**config.mk**
```make
export PLATFORM = sky130hd
export DESIGN_NAME = dual_stack_shared_memory
export DESIGN_NICKNAME = d
export VERILOG_FILES = /design/src/sv/dssm_pkg.sv /design/src/sv/dssm_ram.sv /design/src/sv/dssm_front.sv /design/src/sv/dssm_queue.sv /design/src/sv/dssm_back.sv /design/src/sv/dual_stack_shared_memory.sv
export SDC_FILE = /design/constraint.sdc
export NUM_CORES = 2
export LEC_CHECK = 0
export ABC_AREA = 1
export BUFFER_PORTS_ARGS = -buffer_cell sky130_fd_sc_hd__clkbuf_2
export CORE_AREA = 4 4 394 473
export DETAILED_ROUTE_END_ITERATION = 7
export DIE_AREA = 0 0 398 477
export PLACE_DENSITY = 0.68
export SETUP_SLACK_MARGIN = 0.05
export SKIP_LAST_GASP = 1
export SLEW_MARGIN = 15
export SYNTH_ARGS = -nofsm -noshare
export SYNTH_HDL_FRONTEND = slang
export SYNTH_SLANG_ARGS = --single-unit
```
**constraint.sdc**
```tcl
create_clock -name clock -period 5.65 [get_ports clock]
set_clock_uncertainty 0.05 [all_clocks]
set_input_delay 0.8475 -clock clock [delete_from_list [all_inputs] [get_ports clock]]
set_output_delay 0.8475 -clock clock [all_outputs]
set_load 0.005 [all_outputs]
```
**src/sv/dssm_pkg.sv**
```systemverilog
// Shared types and constants for the dual stack block.
// Used by the front, queue, back and top level; depends on nothing.
package dssm_pkg;

   localparam int STORE_DEPTH = 64;
   localparam int ADDR_W      = $clog2(STORE_DEPTH);
   localparam int CNT_W       = $clog2(STORE_DEPTH + 1);
   localparam int WORD_W      = 32;
   localparam int CAP_W       = 7;
   localparam int ACTION_W    = 2;
   localparam int STATUS_W    = 2;
   localparam int CAP_RESET   = (64 > STORE_DEPTH) ? STORE_DEPTH : 64;

   localparam int QUEUE_DEPTH = 2;
   localparam int QPTR_W      = $clog2(QUEUE_DEPTH);
   localparam int QCNT_W      = $clog2(QUEUE_DEPTH + 1);

   localparam logic [ACTION_W-1:0] ACT_PUSH = 2'd0;
   localparam logic [ACTION_W-1:0] ACT_POP  = 2'd1;
   localparam logic [ACTION_W-1:0] ACT_PEEK = 2'd2;
   localparam logic [ACTION_W-1:0] ACT_DUMP = 2'd3;

   localparam logic [STATUS_W-1:0] STS_OK       = 2'd0;
   localparam logic [STATUS_W-1:0] STS_OVERFLOW = 2'd1;
   localparam logic [STATUS_W-1:0] STS_EMPTY    = 2'd2;

   typedef enum logic [1:0] {
      CMD_WRITE,
      CMD_STATUS,
      CMD_READ
   } cmd_op_type;

   typedef struct packed {
      cmd_op_type          op;
      logic [ADDR_W-1:0]   addr;
      logic [WORD_W-1:0]   word;
      logic [STATUS_W-1:0] status;
      logic [CNT_W-1:0]    count;
      logic                down;
   } cmd_type;

   typedef struct packed {
      logic    valid;
      cmd_type cmd;
   } cmd_beat_type;

   typedef enum logic [1:0] {
      BK_IDLE = 2'b01,
      BK_READ = 2'b10
   } back_state_type;

endpackage

```
**src/sv/dssm_ram.sv**
```systemverilog
// Generic simple dual-port RAM: one write port, one read port, registered read.
// Standalone; no package.
module dssm_ram #(
   parameter int WIDTH = 32,
   parameter int DEPTH = 64
) (
   input  logic                     clock,
   input  logic                     wr_en,
   input  logic [$clog2(DEPTH)-1:0] wr_addr,
   input  logic [WIDTH-1:0]         wr_data,
   input  logic                     rd_en,
   input  logic [$clog2(DEPTH)-1:0] rd_addr,
   output logic [WIDTH-1:0]         rd_data
);

   logic [WIDTH-1:0] mem_ff [DEPTH];
   logic [WIDTH-1:0] rd_data_ff;

   always_ff @(posedge clock) begin
      if (wr_en) begin
         mem_ff[wr_addr] <= wr_data;
      end
      // hold read data until the next read
      if (rd_en) begin
         rd_data_ff <= mem_ff[rd_addr];
      end
   end

   assign rd_data = rd_data_ff;

endmodule

```
**src/sv/dssm_front.sv**
```systemverilog
// Front end: takes request beats, keeps stack counts and capacity, classifies
// each item into a command for the back end. Depends on dssm_pkg.
module dssm_front import dssm_pkg::*; (
   input  logic                     clock,
   input  logic                     reset,
   input  logic                     csr_wr_en,
   input  logic [CAP_W-1:0]         csr_wr_data,
   input  logic                     req_valid,
   output logic                     req_stall,
   input  logic [ACTION_W-1:0]      req_action,
   input  logic                     req_stack_select,
   input  logic signed [WORD_W-1:0] req_push_value,
   output cmd_beat_type             q_push,
   input  logic                     q_full
);

   logic [CNT_W-1:0] lower_count_ff, lower_count_in;
   logic [CNT_W-1:0] upper_count_ff, upper_count_in;
   logic [CNT_W-1:0] cap_ff, cap_in;
   logic [CNT_W-1:0] cap_wr;
   logic [CNT_W-1:0] sel_count;
   logic [CNT_W:0]   total;
   logic             accept;
   logic             empty;
   cmd_type          cmd;

   assign req_stall = q_full;
   assign accept    = req_valid && !q_full;

   // clamp the written capacity into 1..STORE_DEPTH
   always_comb begin
      if (csr_wr_data == '0) begin
         cap_wr = CNT_W'(1);
      end else if (int'(csr_wr_data) > STORE_DEPTH) begin
         cap_wr = CNT_W'(STORE_DEPTH);
      end else begin
         cap_wr = CNT_W'(csr_wr_data);
      end
   end

   assign sel_count = req_stack_select ? upper_count_ff : lower_count_ff;
   assign total     = {1'b0, lower_count_ff} + {1'b0, upper_count_ff};
   assign empty     = (sel_count == '0);

   always_comb begin
      cmd.op         = CMD_STATUS;
      cmd.addr       = '0;
      cmd.word       = req_push_value;
      cmd.status     = STS_OK;
      cmd.count      = sel_count;
      cmd.down       = !req_stack_select;
      lower_count_in = lower_count_ff;
      upper_count_in = upper_count_ff;
      cap_in         = cap_ff;

      case (req_action)
         ACT_PUSH: begin
            if (total >= {1'b0, cap_ff}) begin
               cmd.status = STS_OVERFLOW;
            end else begin
               cmd.op = CMD_WRITE;
               if (req_stack_select) begin
                  cmd.addr       = ADDR_W'(cap_ff - upper_count_ff - CNT_W'(1));
                  upper_count_in = upper_count_ff + CNT_W'(1);
               end else begin
                  cmd.addr       = ADDR_W'(lower_count_ff);
                  lower_count_in = lower_count_ff + CNT_W'(1);
               end
            end
         end
         ACT_POP: begin
            if (empty) begin
               cmd.status = STS_EMPTY;
            end else if (req_stack_select) begin
               upper_count_in = upper_count_ff - CNT_W'(1);
            end else begin
               lower_count_in = lower_count_ff - CNT_W'(1);
            end
         end
         ACT_PEEK, ACT_DUMP: begin
            if (empty) begin
               cmd.status = STS_EMPTY;
            end else begin
               cmd.op = CMD_READ;
               if (req_stack_select) begin
                  cmd.addr = ADDR_W'(cap_ff - sel_count);
               end else begin
                  cmd.addr = ADDR_W'(sel_count - CNT_W'(1));
               end
               if (req_action == ACT_PEEK) begin
                  cmd.count = CNT_W'(1);
               end
            end
         end
         default: begin
            cmd.op = CMD_STATUS;
         end
      endcase

      if (!accept) begin
         lower_count_in = lower_count_ff;
         upper_count_in = upper_count_ff;
      end

      // a capacity write empties both stacks
      if (csr_wr_en) begin
         cap_in         = cap_wr;
         lower_count_in = '0;
         upper_count_in = '0;
      end
   end

   assign q_push.valid = accept;
   assign q_push.cmd   = cmd;

   always_ff @(posedge clock) begin
      if (reset) begin
         lower_count_ff <= '0;
         upper_count_ff <= '0;
         cap_ff         <= CNT_W'(CAP_RESET);
      end else begin
         lower_count_ff <= lower_count_in;
         upper_count_ff <= upper_count_in;
         cap_ff         <= cap_in;
      end
   end

endmodule

```
**src/sv/dssm_queue.sv**
```systemverilog
// Short command queue between front and back end.
// Depends on dssm_pkg for the command type and depth.
module dssm_queue import dssm_pkg::*; (
   input  logic         clock,
   input  logic         reset,
   input  cmd_beat_type q_push,
   output logic         q_full,
   output cmd_beat_type q_head,
   input  logic         q_pop
);

   cmd_type            entries_ff [QUEUE_DEPTH];
   logic [QPTR_W-1:0]  wr_ptr_ff, wr_ptr_in;
   logic [QPTR_W-1:0]  rd_ptr_ff, rd_ptr_in;
   logic [QCNT_W-1:0]  count_ff, count_in;

   function automatic logic [QPTR_W-1:0] ptr_next(input logic [QPTR_W-1:0] ptr);
      if (ptr == QPTR_W'(QUEUE_DEPTH - 1)) begin
         return '0;
      end
      return ptr + QPTR_W'(1);
   endfunction

   assign q_full       = (count_ff == QCNT_W'(QUEUE_DEPTH));
   assign q_head.valid = (count_ff != '0);
   assign q_head.cmd   = entries_ff[rd_ptr_ff];

   always_comb begin
      wr_ptr_in = q_push.valid ? ptr_next(wr_ptr_ff) : wr_ptr_ff;
      rd_ptr_in = q_pop ? ptr_next(rd_ptr_ff) : rd_ptr_ff;
      count_in  = count_ff + QCNT_W'(q_push.valid) - QCNT_W'(q_pop);
   end

   always_ff @(posedge clock) begin
      if (reset) begin
         wr_ptr_ff <= '0;
         rd_ptr_ff <= '0;
         count_ff  <= '0;
      end else begin
         wr_ptr_ff <= wr_ptr_in;
         rd_ptr_ff <= rd_ptr_in;
         count_ff  <= count_in;
      end
   end

   always_ff @(posedge clock) begin
      if (q_push.valid) begin
         entries_ff[wr_ptr_ff] <= q_push.cmd;
      end
   end

endmodule

```
**src/sv/dssm_back.sv**
```systemverilog
// Back end: executes queued commands against the shared RAM and drives the
// registered response beat. Depends on dssm_pkg and dssm_ram.
module dssm_back import dssm_pkg::*; (
   input  logic                     clock,
   input  logic                     reset,
   input  cmd_beat_type             q_head,
   output logic                     q_pop,
   output logic                     rsp_valid,
   input  logic                     rsp_stall,
   output logic signed [WORD_W-1:0] rsp_value,
   output logic [STATUS_W-1:0]      rsp_status,
   output logic                     rsp_last
);

   back_state_type      state_ff, state_in;
   logic [ADDR_W-1:0]   addr_ff, addr_in;
   logic [CNT_W-1:0]    remain_ff, remain_in;
   logic                down_ff, down_in;
   logic [ADDR_W-1:0]   addr_step;
   logic                rsp_valid_ff, rsp_valid_in;
   logic [WORD_W-1:0]   rsp_value_ff;
   logic [STATUS_W-1:0] rsp_status_ff;
   logic                rsp_last_ff;
   logic                out_free;
   logic                load;
   logic [WORD_W-1:0]   load_value;
   logic [STATUS_W-1:0] load_status;
   logic                load_last;
   logic                wr_en;
   logic                rd_en;
   logic [ADDR_W-1:0]   rd_addr;
   logic [WORD_W-1:0]   rd_data;

   dssm_ram #(
      .WIDTH(WORD_W),
      .DEPTH(STORE_DEPTH)
   ) u_ram (
      .clock   (clock),
      .wr_en   (wr_en),
      .wr_addr (q_head.cmd.addr),
      .wr_data (q_head.cmd.word),
      .rd_en   (rd_en),
      .rd_addr (rd_addr),
      .rd_data (rd_data)
   );

   assign out_free  = !rsp_valid_ff || !rsp_stall;
   assign addr_step = down_ff ? addr_ff - ADDR_W'(1) : addr_ff + ADDR_W'(1);

   always_comb begin
      state_in    = state_ff;
      addr_in     = addr_ff;
      remain_in   = remain_ff;
      down_in     = down_ff;
      q_pop       = 1'b0;
      wr_en       = 1'b0;
      rd_en       = 1'b0;
      rd_addr     = addr_ff;
      load        = 1'b0;
      load_value  = '0;
      load_status = STS_OK;
      load_last   = 1'b1;

      case (state_ff)
         BK_IDLE: begin
            if (q_head.valid) begin
               case (q_head.cmd.op)
                  CMD_WRITE: begin
                     if (out_free) begin
                        q_pop = 1'b1;
                        wr_en = 1'b1;
                        load  = 1'b1;
                     end
                  end
                  CMD_STATUS: begin
                     if (out_free) begin
                        q_pop       = 1'b1;
                        load        = 1'b1;
                        load_status = q_head.cmd.status;
                     end
                  end
                  CMD_READ: begin
                     q_pop     = 1'b1;
                     rd_en     = 1'b1;
                     rd_addr   = q_head.cmd.addr;
                     addr_in   = q_head.cmd.addr;
                     remain_in = q_head.cmd.count;
                     down_in   = q_head.cmd.down;
                     state_in  = BK_READ;
                  end
                  default: begin
                     q_pop = 1'b1;
                  end
               endcase
            end
         end
         BK_READ: begin
            // read data holds while the response side stalls
            if (out_free) begin
               load       = 1'b1;
               load_value = rd_data;
               load_last  = (remain_ff == CNT_W'(1));
               if (remain_ff == CNT_W'(1)) begin
                  state_in = BK_IDLE;
               end else begin
                  rd_en     = 1'b1;
                  rd_addr   = addr_step;
                  addr_in   = addr_step;
                  remain_in = remain_ff - CNT_W'(1);
               end
            end
         end
         default: begin
            state_in = BK_IDLE;
         end
      endcase

      if (load) begin
         rsp_valid_in = 1'b1;
      end else if (!rsp_stall) begin
         rsp_valid_in = 1'b0;
      end else begin
         rsp_valid_in = rsp_valid_ff;
      end
   end

   always_ff @(posedge clock) begin
      if (reset) begin
         state_ff     <= BK_IDLE;
         rsp_valid_ff <= 1'b0;
      end else begin
         state_ff     <= state_in;
         rsp_valid_ff <= rsp_valid_in;
      end
   end

   always_ff @(posedge clock) begin
      addr_ff   <= addr_in;
      remain_ff <= remain_in;
      down_ff   <= down_in;
      if (load) begin
         rsp_value_ff  <= load_value;
         rsp_status_ff <= load_status;
         rsp_last_ff   <= load_last;
      end
   end

   assign rsp_valid  = rsp_valid_ff;
   assign rsp_value  = rsp_value_ff;
   assign rsp_status = rsp_status_ff;
   assign rsp_last   = rsp_last_ff;

endmodule

```
**src/sv/dual_stack_shared_memory.sv**
```systemverilog
// Two stacks sharing one RAM: lower stack grows up from entry 0, upper stack
// grows down from the capacity in use. Top level; depends on dssm_pkg,
// dssm_front, dssm_queue and dssm_back.
//
// Request channel (req_*): action, stack select and push word, valid/stall.
// Response channel (rsp_*): value, status and last, valid/stall. Push, pop
// and peek give one beat; dump gives one beat per entry, top first, with
// last on the bottom entry; an empty stack gives one empty-status beat.
// csr_wr_en/csr_wr_data set the capacity in use and empty both stacks.
//
// Push/pop results pass the command queue entry, then the output register;
// peek and dump results pass the queue entry, the registered RAM read, then
// the output register. The front takes one request per cycle while the
// two-entry command queue has room. A peek or dump holds the back end in its
// read state, limited by the single registered RAM read port.
// Reset empties both stacks and sets the capacity to 64; there is no RAM
// clearing pass. A stalled response holds its beat; the back end then stops
// and the queue fills, after which req_stall rises.
module dual_stack_shared_memory import dssm_pkg::*; (
   input  logic                     clock,
   input  logic                     reset,
   input  logic                     csr_wr_en,
   input  logic [CAP_W-1:0]         csr_wr_data,
   input  logic                     req_valid,
   output logic                     req_stall,
   input  logic [ACTION_W-1:0]      req_action,
   input  logic                     req_stack_select,
   input  logic signed [WORD_W-1:0] req_push_value,
   output logic                     rsp_valid,
   input  logic                     rsp_stall,
   output logic signed [WORD_W-1:0] rsp_value,
   output logic [STATUS_W-1:0]      rsp_status,
   output logic                     rsp_last
);

   cmd_beat_type q_push;
   cmd_beat_type q_head;
   logic         q_full;
   logic         q_pop;

   dssm_front u_front (
      .clock            (clock),
      .reset            (reset),
      .csr_wr_en        (csr_wr_en),
      .csr_wr_data      (csr_wr_data),
      .req_valid        (req_valid),
      .req_stall        (req_stall),
      .req_action       (req_action),
      .req_stack_select (req_stack_select),
      .req_push_value   (req_push_value),
      .q_push           (q_push),
      .q_full           (q_full)
   );

   dssm_queue u_queue (
      .clock  (clock),
      .reset  (reset),
      .q_push (q_push),
      .q_full (q_full),
      .q_head (q_head),
      .q_pop  (q_pop)
   );

   dssm_back u_back (
      .clock      (clock),
      .reset      (reset),
      .q_head     (q_head),
      .q_pop      (q_pop),
      .rsp_valid  (rsp_valid),
      .rsp_stall  (rsp_stall),
      .rsp_value  (rsp_value),
      .rsp_status (rsp_status),
      .rsp_last   (rsp_last)
   );

`ifndef ASSERT_OFF
   a_err_is_last: assert property (@(posedge clock) disable iff (reset)
      (rsp_valid && rsp_status != STS_OK) |-> (rsp_last && rsp_value == '0))
      else $error("error response must be a single zero-valued last beat");

   a_pop_nonempty: assert property (@(posedge clock) disable iff (reset)
      q_pop |-> q_head.valid)
      else $error("back end popped an empty command queue");

   a_no_push_full: assert property (@(posedge clock) disable iff (reset)
      q_full |-> !q_push.valid)
      else $error("front end pushed into a full command queue");

   a_reset_idle: assert property (@(posedge clock)
      reset |=> !rsp_valid)
      else $error("response valid after reset");
`endif

endmodule

```
-- Yosys cells after proc, flatten, opt, wreduce, memory -nomap -nowiden
Memory sizes are Yosys's and may differ from the RTL's. A register that Yosys moved wholly into a read port is not among the register bits.
Cells that the tools add are included.
- register bits after elaboration: 77
- memory bits (writable): 2148
- bits of input ports: 47
- memories: 2
- add/sub/neg operators: 16
- magnitude comparators: 2
- equality and inequality tests: 21
- multiplexer cells: 69
- reduce and logical (&&, ||, !) cells: 24
- memories (name ; depth ; bits a word ; read ports ; clocked after memory_dff ; write ports ; RTL line ; source):
    u_back.u_ram.mem_ff ; 64 ; 32 ; 1 ; 1 ; 1 ; dssm_ram.sv:16 ; logic [WIDTH-1:0] mem_ff [DEPTH];
    u_queue.entries_ff ; 2 ; 50 ; 1 ; 1 ; 1 ; dssm_queue.sv:12 ; cmd_type entries_ff [QUEUE_DEPTH];
- operator list (operator ; number):
    7-bit two-way mux ; 19
    6-bit two-way mux ; 7
    7-bit case mux with 2 select lines ; 3
    1-bit two-way mux ; 28
    7-bit by 1-bit subtractor with 7-bit output (second input constant) ; 3
    2-bit inequality test (second input constant) ; 9
    6-bit by 1-bit subtractor with 6-bit output (second input constant) ; 3
    8-bit case mux with 2 select lines ; 1
    7-bit by 1-bit adder with 7-bit output (second input constant) ; 2
    7-bit logical NOT ; 2
    6-bit case mux with 2 select lines ; 1
    6-bit AND reduction ; 2
    6-bit subtractor ; 2
    2-bit == test (second input constant) ; 5
    2-bit two-way mux ; 5
    7-bit by 7-bit adder with 8-bit output ; 1
    8-bit by 7-bit greater-or-equal comparator with 1-bit output ; 1
    8-bit two-way mux ; 1
    2-bit case mux with 2 select lines ; 2
    4-bit AND reduction ; 2
    7-bit by 1-bit == test with 1-bit output (second input constant) ; 1
    7-bit greater-than comparator (second input constant) ; 1
    6-bit by 1-bit adder with 6-bit output (second input constant) ; 1
    2-bit by 1-bit == test with 1-bit output (second input constant) ; 3
    other kinds (15) ; 27

-- Depth between registers and ports, before layout
- depth in word-level cells: 8
- depth in mapped cells: 20
- gate-level depth less buffers: 18

-- By module
From an unflattened synthesis, not the netlist that was laid out.
- cells, all modules: 7639
- area, all modules: 92537.5 um^2
- modules (own cells, without submodules) (module ; instances ; cells each ; area an instance (um^2) ; seq. area each (um^2)):
    dssm_ram ; 1 ; 6770 ; 83055.9 ; 62459.9
    dssm_queue ; 1 ; 187 ; 4088.9 ; 3103.0
    dssm_front ; 1 ; 414 ; 2810.2 ; 420.4
    dssm_back ; 1 ; 268 ; 2582.5 ; 1471.4

-- Worst setup path before layout
OpenSTA, ideal clock, no wires.
- path kind: input port to flip-flop
- start point: input rsp_stall
- end point: memory u_back.u_ram.mem_ff[11][0] (enable)
- setup time: 0.421 ns
- arrival time: 3.229 ns
- data required time: 5.179 ns
- setup slack: 1.950 ns
- stages on the path: 7
- path buffers: 0
- cell sequence: nand2_1 > inv_1 > nor3_1 > inv_1 > nor3_1 > nand3_1 > nor2_1
- word-level cells in the longest chain between the ends: 8
- RTL lines (item ; RTL line ; source):
    start: declaration ; dual_stack_shared_memory.sv:30 ; input logic rsp_stall,
    1-bit logical NOT ; dssm_back.sv:47 ; assign out_free = !rsp_valid_ff || !rsp_stall;
    1-bit logical OR ; dssm_back.sv:47 ;
    1-bit two-way mux ; dssm_back.sv:69 ; if (out_free) begin
    1-bit two-way mux ; dssm_back.sv:67 ; case (q_head.cmd.op)
    1-bit two-way mux ; dssm_back.sv:66 ; if (q_head.valid) begin
    1-bit two-way mux ; dssm_back.sv:64 ; case (state_ff)
    1-bit two-way mux ; dssm_ram.sv:20 ; if (wr_en) begin
    1-bit two-way mux (implied by the code) ; dssm_ram.sv:21 ; mem_ff[wr_addr] <= wr_data;
    end: declaration ; dssm_ram.sv:16 ;
Every way passes these cells.

-- Final worst setup path
- start point: register u_back.state_ff[0]
- end point: register u_back.u_ram.rd_data_ff[29], in the netlist u_back.u_ram.rd_data[29], read port of u_back.u_ram.mem_ff (data pin)
- word-level cells in the longest chain between the ends: 2
- elaborated cells on any way between the ends: 4
- RTL lines (item ; RTL line ; source):
    start: declaration ; dssm_back.sv:15 ; back_state_type state_ff, state_in;
    start signal: assignment ; dssm_back.sv:132 ; state_ff <= state_in;
    2-bit == test / 2-bit by 1-bit == test with 1-bit output (equally long branches) ; dssm_back.sv:64 ;
    6-bit case mux with 2 select lines / 1-bit case mux with 2 select lines (equally long branches) ; -- ;
    end: declaration ; dssm_ram.sv:17 ; logic [WIDTH-1:0] rd_data_ff;
Parallel ways exist; a longest one is shown, timed or not.
A chain may end at the register's enable or synchronous reset.

==> run summary <==
FLOW RUN
-------------------------------------------------------------------------------------
Total of max-cap violations ............................................            0

CELLS AND AREA
-------------------------------------------------------------------------------------
Area added between synthesis and finish ................................        10.3%
Ratio of cells with drive above 1 in the final layout ..................        7.91%
Most used cells in the layout excluding fill and tap cells ............. edfxtp_1, nand3_1, nand2_1
Most frequent standard cell in the layout excluding fill and tap cells .     edfxtp_1
Number of nets in the final layout .....................................         8933

FLOORPLAN
-------------------------------------------------------------------------------------
Die W ..................................................................       398 um
Floorplan core area ....................................................   181000 um2
Initial standard-cell utilization of the core ..........................        54.9%
Vertical die dimension .................................................       477 um
Num ports ..............................................................           84
DIE AREA ...............................................................   190000 um2
Standard-cell row count ................................................          171

YOSYS
-------------------------------------------------------------------------------------
Cells after Synth ......................................................         8897
Average instance area after synthesis ..................................     11.2 um2
Sequential share of the synthesized area ...............................        67.8%
Netlist cell types .....................................................           39
Count of state elements after synthesis ................................         2258
Share of Yosys cell area claimed by the top area cell type .............        67.1%
Number of warnings reported in the yosys synthesis log .................            0
Net Count, Synth .......................................................         8995
Main flop type after synthesis .........................................     edfxtp_1
Largest cells by area after synthesis .................................. edfxtp_1, nand3_1, nand3b_1
Synth async-reset ratio ................................................           0%
Post-Synthesis Cell Area ...............................................    99500 um2
Biggest area consumer among synthesized cells ..........................     edfxtp_1
Count of flip-flops with a built-in enable after synthesis .............         2223

POWER
-------------------------------------------------------------------------------------
Tot Pwr ................................................................      55.0 mW
P_leak .................................................................      41.9 nW
Pwr/cell area ..........................................................   501 nW/um2
VDD IR-drop max ........................................................     0.732 mV

SETUP PATH
-------------------------------------------------------------------------------------
Crit-path max FO .......................................................          136
Standard cell with the maximum stage delay on the critical path ........      nand2_8
Category of the worst setup path launch point ..........................         flop
Classification of the worst setup path .................................      reg2reg
Crit path capture type .................................................         flop
Crit-path leading delay family ......................................... simple AND/OR/NAND/NOR gates
Arrival time reported for the critical path endpoint ...................      5.29 ns
Data required time at the worst endpoint ...............................      6.19 ns
Largest incremental delay on the critical path .........................      0.60 ns
Cell seen most often among critical-path stages ........................      nand3_1
List of cells traversed by the critical path ........................... inv_1 -> ha_1 -> inv_1 -> nor2_1 -> nand3b_1 -> o21ai_2 -> nand2_8 -> nand2_8 -> buf_12 -> nand2_1 -> nand3_1 -> nand3_1 -> nand3_1 -> nand3_1 -> nand3_1 -> nand2_1
Critical path buffers and inverters ....................................            3

CLOCK TREE
-------------------------------------------------------------------------------------
Clock transition at the registers of the reported paths ................      0.06 ns
Post_cts resized .......................................................            0
Clock latency on the worst-skew pair ...................................      0.86 ns
TritonCTS clock tree ...................................................         done
Clock sink count .......................................................         2258
CTS Root Cell ..........................................................    clkbuf_16
TritonCTS buffer count .................................................          214
Post-CTS setup-driven buffer insertion count ...........................            0
Maximum buffer depth of the clock tree .................................            3
Hold buffer count at CTS ...............................................            0
Number of levels in the clock H-tree ...................................            4

STA
-------------------------------------------------------------------------------------
Slew Viols, Final ......................................................            0
Measured slew at the worst slew-check pin ..............................      1.24 ns
Ratio of final minimum period to clock period ..........................        84.0%
Upper clock frequency limit ............................................      211 MHz
Number of hold violations in the final report ..........................            0
Unrepaired setup endpoints after global routing ........................        false
Final critical-path required period ....................................      4.75 ns
Total Neg Setup Slack ..................................................         0 ns
Final WS setup .........................................................     0.903 ns
Worst hold slack .......................................................     0.139 ns
Relative slew slack ....................................................        17.6%
Number of endpoints failing setup at the final stage ...................            0

PLACED DESIGN
-------------------------------------------------------------------------------------
Count of buffers from port buffering ...................................           83
Half-perimeter wire length after placement .............................    150000 um
Final estimated routing congestion in global placement .................        0.855
Post-placement setup slack .............................................     0.979 ns

DRT
-------------------------------------------------------------------------------------
Number of DRC markers in iteration 0 ...................................         8438
Pre-Repair DR Iteration Count ..........................................            6
Routed wire per std cell ...............................................      24.5 um
Count of antenna-violating nets left after detailed routing ............            0
DRC Markers ............................................................            0
Number of vias in the routed layout ....................................        68.3k
Wirelength, routed .....................................................    281000 um
Detail-routed via count per cell .......................................         5.98

GLOBAL ROUTE
-------------------------------------------------------------------------------------
Overflow left after global routing .....................................            0
Maximum number of pins on one net before global-route repair ...........          169
Wire length of the first global-routing pass ...........................    416000 um
Initial antenna violation count ........................................           11
All-layer global routing usage .........................................        29.1%
Via count of the first global-routing pass .............................        66.3k

RUN STATUS
-------------------------------------------------------------------------------------
Result of the run ...................................................... finished, final reports clean

MIN PATH
-------------------------------------------------------------------------------------
Class of the tightest hold or removal check ............................       in2reg

## metal layers
layer / wire [um] / GRT usage, % / vias to the layer above
met1: 106000 / 38.8 / 33512
met2: 134000 / 47.6 / 3686
met5: 88 / 0 / -
met4: 11200 / 11.5 / 8
li1: - / - / 30451
met3: 28600 / 5.19 / 638
## final timing paths
kind / start / end / slack [ns] / depth (start not counted)
max: u_back.state_ff[0] / u_back.u_ram.rd_data[29] / 0.90 / 16
min reg2reg: u_queue.rd_ptr_ff / flop / 0.39 / 1
min: req_push_value[23] / u_queue.entries_ff[0][33] / 0.14 / 1
max reg2reg: u_back.state_ff[0] / u_back.u_ram.rd_data[29] / 0.90 / 16
## flip-flops by register name, summed over array words and instances (netlist names), 6 cells and up, named ones only
register / flops
u_queue.entries_ff: 100
u_front.upper_count_ff: 7
u_back.remain_ff: 7
u_front.lower_count_ff: 7
u_back.rsp_value: 32
u_back.u_ram.rd_data: 32
u_front.cap_ff: 7
u_back.addr_ff: 6
u_back.u_ram.mem_ff: 2048
## Yosys cell counts, types with 11 or more instances
cell	n
a21oi_1	54
buf_2	363
nand2_1	1380
buf_1	45
nand3_1	2205
edfxtp_1	2223
ha_1	45
nand3b_1	766
buf_4	18
nand4_1	11
clkbuf_1	149
nor2_1	164
dfxtp_1	35
xor2_1	22
o21ai_0	50
inv_1	1291
## worst reg2reg max path, stage by stage (launching register included)
cell and delay (ns):
dfxtp_1 0.33, inv_1 0.06, ha_1 0.43, inv_1 0.28, nor2_1 0.27, nand3b_1 0.13
o21ai_2 0.13, nand2_8 0.33, nand2_8 0.64, buf_12 0.45, nand2_1 0.41, nand3_1 0.12
nand3_1 0.09, nand3_1 0.09, nand3_1 0.18, nand3_1 0.43, nand2_1 0.09
## area by class of cell
type	count	area, um2
inverter	1296	4890
multi-input combinational	4768	25200
fill	14132	71500
antenna	3	7.51
clock buffer	272	5660
clock inverter	114	936
tap	2422	3030
timing repair buffer	297	2570
sequential	2258	67500
## cells by family (layout without fill, tap and decap cells)
group,after synthesis,count (layout),synth area share (%)
AND/OR/NAND/NOR,4546,4546,22.9
flip-flops,2258,2258,67.8
buffers and inverters,1871,1979,7.58
AO/OA/AOI/OAI,140,140,0.784
adder cells (fa/ha/maj),51,51,0.686
XOR/XNOR,30,30,0.264
multiplexers,1,1,0.0101
other,0,3,0
## where the power goes
group | total, mW | switching (mW) | internal [mW]
registers | 21.6 | 0.335 | 21.3
logic | 19.6 | 14.8 | 4.87
clock network | 13.7 | 6.15 | 7.60
## metrics by stage
step | cell area (um2) | cells | utilization (%)
after global routing | 110000 | 11428 | 60.6
after global placement | 103000 | 11041 | 56.9
after CTS | 110000 | 11427 | 60.6
final | 110000 | 11430 | 60.6
after detailed placement | 103000 | 11041 | 56.9
after floorplan | 99500 | 8897 | -
(Power assumes the default switching activity.)
